$ cat src/rtl/plel_pkg.sv
// shared types, constants and helpers for the positional linked list engine
package plel_pkg;

    localparam int CAPACITY = 16;
    localparam int SLOT_W   = $clog2(CAPACITY);
    localparam int LINK_W   = $clog2(CAPACITY + 1);
    localparam int POS_W    = 5;
    localparam int KEY_W    = 32;
    localparam int VAL_W    = 8;

    localparam logic [LINK_W-1:0] NIL_SLOT = LINK_W'(CAPACITY);

    localparam logic MODE_INSERT = 1'b0;
    localparam logic MODE_ERASE  = 1'b1;

    localparam logic [1:0] ST_OK     = 2'd0;
    localparam logic [1:0] ST_FULL   = 2'd1;
    localparam logic [1:0] ST_EMPTY  = 2'd2;
    localparam logic [1:0] ST_BADPOS = 2'd3;

    typedef struct packed {
        logic                    mode;
        logic [POS_W-1:0]        position;
        logic signed [KEY_W-1:0] new_key;
        logic [VAL_W-1:0]        new_value;
    } in_item_t;

    typedef struct packed {
        logic [1:0]              status;
        logic signed [KEY_W-1:0] removed_key;
        logic [VAL_W-1:0]        removed_value;
        logic [LINK_W-1:0]       entry_count;
        logic                    is_empty;
    } out_item_t;

    typedef struct packed {
        logic              en;
        logic [SLOT_W-1:0] addr;
        logic [LINK_W-1:0] data;
    } link_wr_t;

    typedef struct packed {
        logic                    en;
        logic [SLOT_W-1:0]       addr;
        logic signed [KEY_W-1:0] key;
        logic [VAL_W-1:0]        value;
    } data_wr_t;

    // a link that is not a slot index is followed as slot 0
    function automatic logic [SLOT_W-1:0] safe_slot(input logic [LINK_W-1:0] s);
        logic [SLOT_W-1:0] r;
        r = (s < NIL_SLOT) ? s[SLOT_W-1:0] : '0;
        return r;
    endfunction

endpackage

$ cat src/rtl/plel_links.sv
// link table: one link per slot, reset to a chain of all slots
module plel_links
    import plel_pkg::*;
(
    input  logic              clk,
    input  logic              rst_n,
    input  logic [SLOT_W-1:0] rd_addr,
    output logic [LINK_W-1:0] rd_data,
    input  link_wr_t          wr
);

    logic [LINK_W-1:0] link_reg [CAPACITY];

    always_ff @(posedge clk or negedge rst_n)
    begin
        if (!rst_n)
        begin
            // slot i links i+1, the last one links null
            for (int i = 0; i < CAPACITY; i++)
            begin
                link_reg[i] <= LINK_W'(i + 1);
            end
        end
        else if (wr.en)
        begin
            link_reg[wr.addr] <= wr.data;
        end
    end

    assign rd_data = link_reg[rd_addr];

endmodule

$ cat src/rtl/plel_data_mem.sv
// key and value storage, one write and one registered read per cycle
module plel_data_mem
    import plel_pkg::*;
(
    input  logic                    clk,
    input  data_wr_t                wr,
    input  logic                    rd_en,
    input  logic [SLOT_W-1:0]       rd_addr,
    output logic signed [KEY_W-1:0] rd_key,
    output logic [VAL_W-1:0]        rd_value
);

    logic signed [KEY_W-1:0] key_mem [CAPACITY];
    logic [VAL_W-1:0]        value_mem [CAPACITY];

    always_ff @(posedge clk)
    begin
        if (wr.en)
        begin
            key_mem[wr.addr]   <= wr.key;
            value_mem[wr.addr] <= wr.value;
        end
        if (rd_en)
        begin
            rd_key   <= key_mem[rd_addr];
            rd_value <= value_mem[rd_addr];
        end
    end

endmodule

$ cat src/rtl/positional_linked_list_engine.sv
// top level: sequencer that walks and patches the linked list, plus result register
//
// usage
//   item channel (item_valid / item_ready / item): one transfer per operation,
//   mode selects insert at a 1-based position or erase at a 1-based position
//   result channel (result_valid / result_ready / result): exactly one transfer
//   per item, carrying status, the erased key and value (zero otherwise),
//   the entry count after the operation and an empty flag
// sequence
//   a rejected item (full, empty, bad position) goes straight to the finish state
//   insert at position 1 allocates the slot and links it as head; erase at position 1
//   moves the head on, then frees the slot; at p > 1, insert allocates and then walks,
//   erase walks at once; the walk follows one link per cycle through the single read
//   port of the link table, then insert links and patches, erase bypasses and frees
//   item_ready is high only while the sequencer is idle
// reset
//   the list is empty, all slots are chained on the free list, no result pending
// stalls
//   a finished result sits in the output register; a new item may be taken
//   meanwhile, and the sequencer holds its next result until the register frees
module positional_linked_list_engine
    import plel_pkg::*;
(
    input  logic      clk,
    input  logic      rst_n,
    input  logic      item_valid,
    output logic      item_ready,
    input  in_item_t  item,
    output logic      result_valid,
    input  logic      result_ready,
    output out_item_t result
);

    // sequencer states
    localparam logic [3:0] S_IDLE    = 4'd0;
    localparam logic [3:0] S_ALLOC   = 4'd1;
    localparam logic [3:0] S_WALK    = 4'd2;
    localparam logic [3:0] S_ILINK   = 4'd3;
    localparam logic [3:0] S_IPATCH  = 4'd4;
    localparam logic [3:0] S_ETGT    = 4'd5;
    localparam logic [3:0] S_EBYPASS = 4'd6;
    localparam logic [3:0] S_EHEAD   = 4'd7;
    localparam logic [3:0] S_EFREE   = 4'd8;
    localparam logic [3:0] S_FINISH  = 4'd9;

    logic [3:0]              state_reg, state_next;
    logic                    mode_reg, mode_next;
    logic [POS_W-1:0]        pos_reg, pos_next;
    logic signed [KEY_W-1:0] key_reg, key_next;
    logic [VAL_W-1:0]        val_reg, val_next;
    logic [1:0]              status_reg, status_next;
    logic [SLOT_W-1:0]       cursor_reg, cursor_next;
    logic [POS_W-1:0]        remain_reg, remain_next;
    logic [SLOT_W-1:0]       slot_reg, slot_next;
    logic [LINK_W-1:0]       head_reg, head_next;
    logic [LINK_W-1:0]       free_reg, free_next;
    logic [LINK_W-1:0]       count_reg, count_next;
    logic                    result_valid_reg, result_valid_next;
    out_item_t               result_reg, result_next;

    logic [SLOT_W-1:0]       link_rd_addr;
    logic [LINK_W-1:0]       link_rd_data;
    link_wr_t                link_wr;
    data_wr_t                data_wr;
    logic                    data_rd_en;
    logic signed [KEY_W-1:0] data_rd_key;
    logic [VAL_W-1:0]        data_rd_value;

    logic                    accept;
    logic [POS_W:0]          pos_ext;
    logic [POS_W:0]          count_ext;
    logic                    erase_ok;

    plel_links u_links (
        .clk     (clk),
        .rst_n   (rst_n),
        .rd_addr (link_rd_addr),
        .rd_data (link_rd_data),
        .wr      (link_wr)
    );

    plel_data_mem u_data (
        .clk      (clk),
        .wr       (data_wr),
        .rd_en    (data_rd_en),
        .rd_addr  (slot_reg),
        .rd_key   (data_rd_key),
        .rd_value (data_rd_value)
    );

    assign item_ready   = (state_reg == S_IDLE);
    assign accept       = item_valid && item_ready;
    assign result_valid = result_valid_reg;
    assign result       = result_reg;

    // the walk cursor owns the read port while walking and splicing at the predecessor
    assign link_rd_addr = (state_reg == S_WALK || state_reg == S_ILINK ||
                           state_reg == S_ETGT) ? cursor_reg : slot_reg;

    assign pos_ext   = {1'b0, item.position};
    assign count_ext = (POS_W + 1)'(count_reg);
    assign erase_ok  = (mode_reg == MODE_ERASE) && (status_reg == ST_OK);

    always_comb
    begin
        state_next        = state_reg;
        mode_next         = mode_reg;
        pos_next          = pos_reg;
        key_next          = key_reg;
        val_next          = val_reg;
        status_next       = status_reg;
        cursor_next       = cursor_reg;
        remain_next       = remain_reg;
        slot_next         = slot_reg;
        head_next         = head_reg;
        free_next         = free_reg;
        count_next        = count_reg;
        result_valid_next = result_valid_reg;
        result_next       = result_reg;
        link_wr           = '0;
        data_wr           = '0;
        data_rd_en        = 1'b0;

        // result register drains independently of the sequencer
        if (result_valid_reg && result_ready)
        begin
            result_valid_next = 1'b0;
        end

        case (state_reg)
            S_IDLE:
            begin
                if (accept)
                begin
                    mode_next   = item.mode;
                    pos_next    = item.position;
                    key_next    = item.new_key;
                    val_next    = item.new_value;
                    cursor_next = safe_slot(head_reg);
                    remain_next = item.position - POS_W'(2);
                    state_next  = S_FINISH;
                    if (item.mode == MODE_INSERT)
                    begin
                        if (count_reg >= LINK_W'(CAPACITY))
                        begin
                            status_next = ST_FULL;
                        end
                        else if (item.position == '0 || pos_ext > count_ext + 1'b1)
                        begin
                            status_next = ST_BADPOS;
                        end
                        else
                        begin
                            status_next = ST_OK;
                            slot_next   = safe_slot(free_reg);
                            count_next  = count_reg + 1'b1;
                            state_next  = S_ALLOC;
                        end
                    end
                    else
                    begin
                        if (count_reg == '0)
                        begin
                            status_next = ST_EMPTY;
                        end
                        else if (item.position == '0 || pos_ext > count_ext)
                        begin
                            status_next = ST_BADPOS;
                        end
                        else
                        begin
                            status_next = ST_OK;
                            count_next  = count_reg - 1'b1;
                            if (item.position == POS_W'(1))
                            begin
                                slot_next  = safe_slot(head_reg);
                                state_next = S_EHEAD;
                            end
                            else
                            begin
                                state_next = S_WALK;
                            end
                        end
                    end
                end
            end
            S_ALLOC:
            begin
                // take the slot off the free list and store the entry
                free_next     = link_rd_data;
                data_wr.en    = 1'b1;
                data_wr.addr  = slot_reg;
                data_wr.key   = key_reg;
                data_wr.value = val_reg;
                if (pos_reg == POS_W'(1))
                begin
                    link_wr.en   = 1'b1;
                    link_wr.addr = slot_reg;
                    link_wr.data = head_reg;
                    head_next    = {1'b0, slot_reg};
                    state_next   = S_FINISH;
                end
                else
                begin
                    state_next = S_WALK;
                end
            end
            S_WALK:
            begin
                // cursor ends on the entry before the target position
                if (remain_reg == '0)
                begin
                    state_next = (mode_reg == MODE_INSERT) ? S_ILINK : S_ETGT;
                end
                else
                begin
                    cursor_next = safe_slot(link_rd_data);
                    remain_next = remain_reg - 1'b1;
                end
            end
            S_ILINK:
            begin
                link_wr.en   = 1'b1;
                link_wr.addr = slot_reg;
                link_wr.data = link_rd_data;
                state_next   = S_IPATCH;
            end
            S_IPATCH:
            begin
                link_wr.en   = 1'b1;
                link_wr.addr = cursor_reg;
                link_wr.data = {1'b0, slot_reg};
                state_next   = S_FINISH;
            end
            S_ETGT:
            begin
                slot_next  = safe_slot(link_rd_data);
                state_next = S_EBYPASS;
            end
            S_EBYPASS:
            begin
                // predecessor skips over the erased slot
                link_wr.en   = 1'b1;
                link_wr.addr = cursor_reg;
                link_wr.data = link_rd_data;
                state_next   = S_EFREE;
            end
            S_EHEAD:
            begin
                head_next  = link_rd_data;
                state_next = S_EFREE;
            end
            S_EFREE:
            begin
                // push the erased slot on the free list and fetch its contents
                link_wr.en   = 1'b1;
                link_wr.addr = slot_reg;
                link_wr.data = free_reg;
                free_next    = {1'b0, slot_reg};
                data_rd_en   = 1'b1;
                state_next   = S_FINISH;
            end
            S_FINISH:
            begin
                if (!result_valid_reg || result_ready)
                begin
                    result_valid_next         = 1'b1;
                    result_next.status        = status_reg;
                    result_next.removed_key   = erase_ok ? data_rd_key : '0;
                    result_next.removed_value = erase_ok ? data_rd_value : '0;
                    result_next.entry_count   = count_reg;
                    result_next.is_empty      = (count_reg == '0);
                    state_next                = S_IDLE;
                end
            end
            default:
            begin
                state_next = S_IDLE;
            end
        endcase
    end

    always_ff @(posedge clk or negedge rst_n)
    begin
        if (!rst_n)
        begin
            state_reg        <= S_IDLE;
            head_reg         <= NIL_SLOT;
            free_reg         <= '0;
            count_reg        <= '0;
            result_valid_reg <= 1'b0;
        end
        else
        begin
            state_reg        <= state_next;
            head_reg         <= head_next;
            free_reg         <= free_next;
            count_reg        <= count_next;
            result_valid_reg <= result_valid_next;
        end
    end

    // operation payload, no reset needed
    always_ff @(posedge clk)
    begin
        mode_reg   <= mode_next;
        pos_reg    <= pos_next;
        key_reg    <= key_next;
        val_reg    <= val_next;
        status_reg <= status_next;
        cursor_reg <= cursor_next;
        remain_reg <= remain_next;
        slot_reg   <= slot_next;
        result_reg <= result_next;
    end

    // list never holds more entries than slots
    assert property (@(posedge clk) disable iff (!rst_n)
        count_reg <= LINK_W'(CAPACITY))
        else $error("entry count above capacity");

    // count only moves right after a transfer on the item channel
    assert property (@(posedge clk) disable iff (!rst_n)
        (state_reg != S_IDLE && !$stable(count_reg)) |-> $past(accept))
        else $error("entry count changed outside an accepted item");

    // leaving the finish state always produces a result
    assert property (@(posedge clk) disable iff (!rst_n)
        (state_reg == S_FINISH && state_next == S_IDLE) |=> result_valid_reg)
        else $error("finished operation left no result");

    // the walk counts down by one each cycle until it leaves
    assert property (@(posedge clk) disable iff (!rst_n)
        (state_reg == S_WALK && remain_reg != '0) |=>
            (state_reg == S_WALK && remain_reg == $past(remain_reg) - 1'b1))
        else $error("walk counter misstep");

    // an accepted item always starts the sequencer
    assert property (@(posedge clk) disable iff (!rst_n)
        accept |=> state_reg != S_IDLE)
        else $error("accepted item not started");

endmodule
$ cat config.mk
export PLATFORM = sky130hd
export DESIGN_NAME = positional_linked_list_engine
export DESIGN_NICKNAME = d
export VERILOG_FILES = /design/src/rtl/plel_pkg.sv /design/src/rtl/plel_links.sv /design/src/rtl/plel_data_mem.sv /design/src/rtl/positional_linked_list_engine.sv
export SDC_FILE = /design/constraint.sdc
export NUM_CORES = 1
export LEC_CHECK = 0
export ABC_AREA = 1
export BUFFER_PORTS_ARGS = -buffer_cell sky130_fd_sc_hd__buf_2
export CAP_MARGIN = 0
export CORE_ASPECT_RATIO = 1.75
export CORE_MARGIN = 2
export CORE_UTILIZATION = 65
export CTS_BUF_LIST = sky130_fd_sc_hd__clkbuf_4
export CTS_CLUSTER_SIZE = 20
export DETAILED_ROUTE_END_ITERATION = 6
export GPL_ROUTABILITY_DRIVEN = 0
export PLACE_DENSITY = 0.83
export SETUP_SLACK_MARGIN = 0.02
export SYNTH_ARGS = -nofsm -noshare
export SYNTH_HDL_FRONTEND = slang
export SYNTH_SLANG_ARGS = --single-unit
export TNS_END_PERCENT = 30
$ cat constraint.sdc
create_clock -name clk -period 5.4 [get_ports clk]
set_clock_uncertainty 0.15 [all_clocks]
set_input_delay 0.54 -clock clk [delete_from_list [all_inputs] [get_ports clk]]
set_output_delay 0.54 -clock clk [all_outputs]
set_load 0.01 [all_outputs]
==> qor.csv, run 1 <==
metric,value,unit
register area,26240,sq um
Arrival @ worst endpoint,4.62,ns
Worst Path Max Fanout,136,
status,"finished, violations left",
Worst-path clk slew,0.08,ns
post-CTS resize count,0,
CORE AREA,55060,sq um
CTS buffer count,188,
CP Buf/Inv Count,3,
syn_area_per_cell,12.24,sq um
multi-input combinational cell area,8573,sq um
CTS sink cnt,889,
final worst setup slack,1.450,ns
Synth top area share,65.69,%
final period utilization,73.15,%
setup slack on the worst flop-to-flop path,1.45,ns
Chip Width,182.1,um
CP startpoint kind,flip-flop,
Slew Limit Fails,0,
nets@finish,3233,
dpl hpwl,50910,um
"area leader, netlist",edfxtp_1,
number of vias per cell,6.376,
starting DRC count in detailed routing,3491,
top area cells in the synthesized netlist,"edfxtp_1 66%, nor2_1 4.7%, o21ai_0 4.7%, nand2_1 4.7%, dfrtp_1 4.6%",
initial core utilization,65.51,%
FMAX,253.1,MHz
Final setup violation count,0,
CP endpoint kind,flip-flop,
Mapped Area,36070,sq um
Post-synth top flop,edfxtp_1,
Pleak,0.01498,uW
worst-margin pin slew,1.278,ns
Die Ht,315.6,um
WL/cell,22.69,um
largest stage delay on the critical path,0.87,ns
Post-Syn Nets,3016,
total track usage,31.92,%
Slew HR,14.80,%
Peak supply drop,0.3979,mV
setup TNS,0,ns
htree depth,4,
Area Growth Syn to Fin,11.23,%
total number of vias,25498,
YS warnings,0,
unrepaired setup endpoints after global routing,no,
CTS tree,yes,
die area,57460,sq um
Root Driver,clkbuf_4,
DRC viols,13,
"most common cell after layout, fill and taps aside",edfxtp_1,
"flops & latches, synth",889,
Synth Instances,2947,
GRT overflow,0,
"Seq/Total Area, Yosys",72.74,%
drt pass-1 iters,7,
largest net degree at the start of global routing,246,
most frequent cells in the layout,"789 x edfxtp_1, 448 x nand2_1, 438 x nor2_1, 337 x o21ai_0, 266 x clkbuf_4",
final hold vios,0,
Synth async-reset ratio,11.25,%
Clock Path Buffers,3,
Setup Crit Path Kind,flip-flop to flip-flop,
max reg flops,512,
clock latency on the worst-skew pair,0.98,ns
violated checks,design-rule violations,
Max-cap violations,0,
number of enable flip-flop cells after synthesis,789,
Pwr Density,494.3,nW/um^2
Final min period,3.950,ns
CP max-delay cell,buf_4,
CP Cell Sequence,"inv_8, buf_4, buf_4, o21ai_0, o221ai_1, nand3_1, nand2_1",
Post-DP Area,37190,sq um
fill cell count,3374,
IO Count,100,
final wirelength,90720,um
CP top delay family,buffers and inverters,
num rows,114,
layout cell share with drive strength beyond 1,16.32,%
first-pass GRT wire length,139200,um
CP most frequent cell,buf_4,
critical path required time,6.07,ns
Unique masters post-synth,43,
Buffers on Ports,99,
design area,40120,sq um
Hold WC Path Type,input port to flip-flop,
Detail Route Antenna Nets,0,
vias in the first global route,26110,
dpl ws,1.677,ns
initial antenna violation count,1,
[synthesized netlist by cell type (18+ instances only)]
cell type / n
clkbuf_1: 132
dfrtp_1: 66
dfstp_2: 34
edfxtp_1: 789
ha_1: 18
inv_1: 160
nand2_1: 449
nand3_1: 168
nor2_1: 455
o211ai_1: 38
o21ai_0: 338
o221ai_1: 127
o22ai_1: 43
[kinds of logic after synthesis]
kind of cell	after synthesis	synth area share [%]
simple gates	1115	12.70
flops	889	72.74
compound gates	569	9.703
buf+inv	342	3.861
fa+ha+maj	19	0.6799
xor+xnor	13	0.3157
[report_power, final]
group          internal, uW  switching [uW]
combinational          1390            4130
sequential             8910             369
clock                  2520            2520
[layer usage]
layer	part of all wire (%)	routed length, um	track usage (%)	up-vias
met3	9.3	8426	5.690	427
met5	0	0	0	-
li1	-	-	-	11077
met4	6.4	5765	22.01	0
met1	33	30090	36.32	12139
met2	51	46440	55.07	1855
[repair_timing]
item                                   4_1_cts  5_1_grt
endpoints found under the hold margin      100        0
hold buffers                                51        0
setup buffers                                0        0
[worst paths after layout]
check                                             start                                to  cells past startpoint
worst min register to register  status_reg[0]$_DFFE_PP_              result[46]$_DFFE_PP_                      0
worst min-delay path                           item[15]              key_reg[7]$_DFFE_PP_                      2
worst max-delay path              slot_reg[0]$_DFFE_PP_      u_data.rd_value[7]$_DFFE_PP_                      7
worst max register to register    slot_reg[0]$_DFFE_PP_      u_data.rd_value[7]$_DFFE_PP_                      7
max in group asynchronous                         rst_n  u_links.link_reg[39]$_DFFE_PN0P_                      4
min in group asynchronous                         rst_n           head_reg[4]$_DFFE_PN1P_                      3
[metrics by stage]
step | hold WS, ns | power [uW] | std cells | util [%]
after detailed placement | 0.3037 | 14700 | 3619 | 67.54
after global routing | 0.09955 | 20690 | 3999 | 72.87
after CTS | 0.07521 | 19720 | 3998 | 72.86
after floorplan | 0.09441 | 12960 | 2947 | -
final | 0.1271 | 19830 | 3999 | 72.87
after global placement | 0.2866 | 14410 | 3619 | 67.54
[layout make-up]
class / instances / share of cell area, %
Clock buffer: 266 / 4.977
Antenna cell: 1 / 0.006237
Tap cell: 696 / 2.171
Multi-Input combinational cell: 1716 / 21.37
Clock inverter: 62 / 1.029
Inverter: 176 / 1.675
Timing Repair Buffer: 193 / 3.374
Sequential cell: 889 / 65.40
Power figures use the tool's default switching activity.
==> run 2, diff against run 1 <==
==> constraint.sdc (replaced) <==
create_clock -name clk -period 3.9 [get_ports clk]
set_clock_uncertainty 0.15 [all_clocks]
set_input_delay 0.39 -clock clk [delete_from_list [all_inputs] [get_ports clk]]
set_output_delay 0.39 -clock clk [all_outputs]
set_load 0.01 [all_outputs]
==> qor.csv, run 2 (synthesis results as in run 1) <==
metric,value,unit
total track usage,32.15,%
Seq pwr share,46.7,%
CP Cell Sequence,"nand3_2, nand2_4, nand2_1, nand3_1, nand3_1, nand3_1, nand2_1, nand3_1, nand2_1",
CTS sink cnt,889,
final period utilization,79.72,%
Chip Width,182.1,um
CP startpoint kind,flip-flop,
switching part of the total,35.48,%
WL/cell,22.64,um
NetSw,9758,uW
CP Buf/Inv Count,0,
Final min period,3.109,ns
total number of vias,25876,
most frequent cells in the layout,"789 x edfxtp_1, 448 x nand2_1, 438 x nor2_1, 338 x o21ai_0, 259 x clkbuf_4",
drt pass-1 iters,7,
register area,26240,sq um
multi-input combinational cell area,8579,sq um
Root Driver,clkbuf_4,
Peak supply drop,0.4819,mV
final non-filler cell total,4062,
clock latency on the worst-skew pair,0.99,ns
vias in the first global route,25901,
Max-cap violations,0,
Worst Path Max Fanout,30,
GRT overflow,0,
largest net degree at the start of global routing,236,
initial antenna violation count,1,
max reg flops,512,
unrepaired setup endpoints after global routing,no,
Comb pwr share,28.1,%
first-pass GRT wire length,139900,um
CP most frequent cell,nand3_1,
setup TNS,0,ns
Buffers on Ports,99,
IO Count,100,
final core occ,74.00,%
number of vias per cell,6.370,
Pwr Density,675.0,nW/um^2
Slew Limit Fails,0,
initial core utilization,65.51,%
final hold vios,0,
status,"finished, final reports clean",
largest stage delay on the critical path,0.63,ns
critical path required time,4.46,ns
Die Ht,315.6,um
htree depth,4,
num rows,114,
DRC viols,0,
Worst-path clk slew,0.07,ns
CTS tree,yes,
Detail Route Antenna Nets,0,
starting DRC count in detailed routing,3463,
CP top delay family,simple AND/OR/NAND/NOR gates,
FMAX,321.7,MHz
"most common cell after layout, fill and taps aside",edfxtp_1,
placed insts,3635,
die area,57460,sq um
Hold WC Path Type,input port to flip-flop,
CTS buffer count,185,
Slew HR,25.25,%
CP endpoint kind,flip-flop,
Pwr Total,27500,uW
Final setup violation count,0,
CP max-delay cell,edfxtp_1,
setup slack on the worst flop-to-flop path,0.79,ns
clock share of power,25.1,%
Pleak,0.01523,uW
Setup Crit Path Kind,flip-flop to flip-flop,
Clock Path Buffers,3,
post-CTS resize count,0,
layout cell share with drive strength beyond 1,15.99,%
worst-margin pin slew,1.121,ns
CORE AREA,55060,sq um
final wirelength,91980,um
internal power,17750,uW
Area Growth Syn to Fin,12.96,%
dpl hpwl,50880,um
nets@finish,3287,
Arrival @ worst endpoint,3.67,ns
fill cell count,3357,
==> run 2: final timing paths <==
kind | from | to | cells after the start
hold reg to reg | u_links.link_reg[31]$_DFFE_PN1P_ | u_links.link_reg[31]$_DFFE_PN1P_ | 2
min in group asynchronous | rst_n | head_reg[4]$_DFFE_PN1P_ | 3
max in group asynchronous | rst_n | u_links.link_reg[12]$_DFFE_PN1P_ | 4
setup / recovery | slot_reg[0]$_DFFE_PP_ | slot_reg[2]$_DFFE_PP_ | 9
setup reg to reg | slot_reg[0]$_DFFE_PP_ | slot_reg[2]$_DFFE_PP_ | 9
hold / removal | item[41] | pos_reg[1]$_DFFE_PP_ | 2
==> run 2: layout make-up <==
cell class | count | area share, %
sequential | 889 | 64.40
multi-input combinational | 1716 | 21.06
timing repair buffer | 250 | 4.870
clock buffer | 259 | 4.772
tap | 696 | 2.137
inverter | 176 | 1.649
clock inverter | 75 | 1.112
antenna | 1 | 0.006142
==> run 2: power groups by stage <==
stage,clock network [uW],registers (uW),logic [uW]
5_1_grt,7430,12900,8330
6_report,6910,12800,7740
3_5_place_dp,0,13000,7400
3_3_place_gp,0,13000,7020
4_1_cts,6980,12800,7530
2_1_floorplan,0,12900,5050
==> run 2: repair_timing <==
action                    4_1_cts  5_1_grt
hold buffers                   92        0
hold endpoints to repair      169        0
buffers inserted                0        0
==> run 2: stage by stage <==
step | hold slack (ns) | worst slack, ns | cell area, sq um
after floorplan | -0.05559 | -0.4371 | 36070
after global placement | 0.2784 | 1.021 | 37410
after detailed placement | 0.2811 | 0.9017 | 37410
after CTS | 0.01373 | 0.8978 | 40740
after global routing | 0.06677 | 0.6374 | 40740
final | 0.09555 | 0.7911 | 40740
==> run 2: layer usage <==
metal | part of all wire (%) | GRT usage [%] | vias to the layer above
met5 | 0 | 0 | -
met2 | 51 | 54.52 | 1951
li1 | - | - | 11216
met3 | 10 | 6.243 | 487
met4 | 6.0 | 20.51 | 0
met1 | 33 | 37.87 | 12222
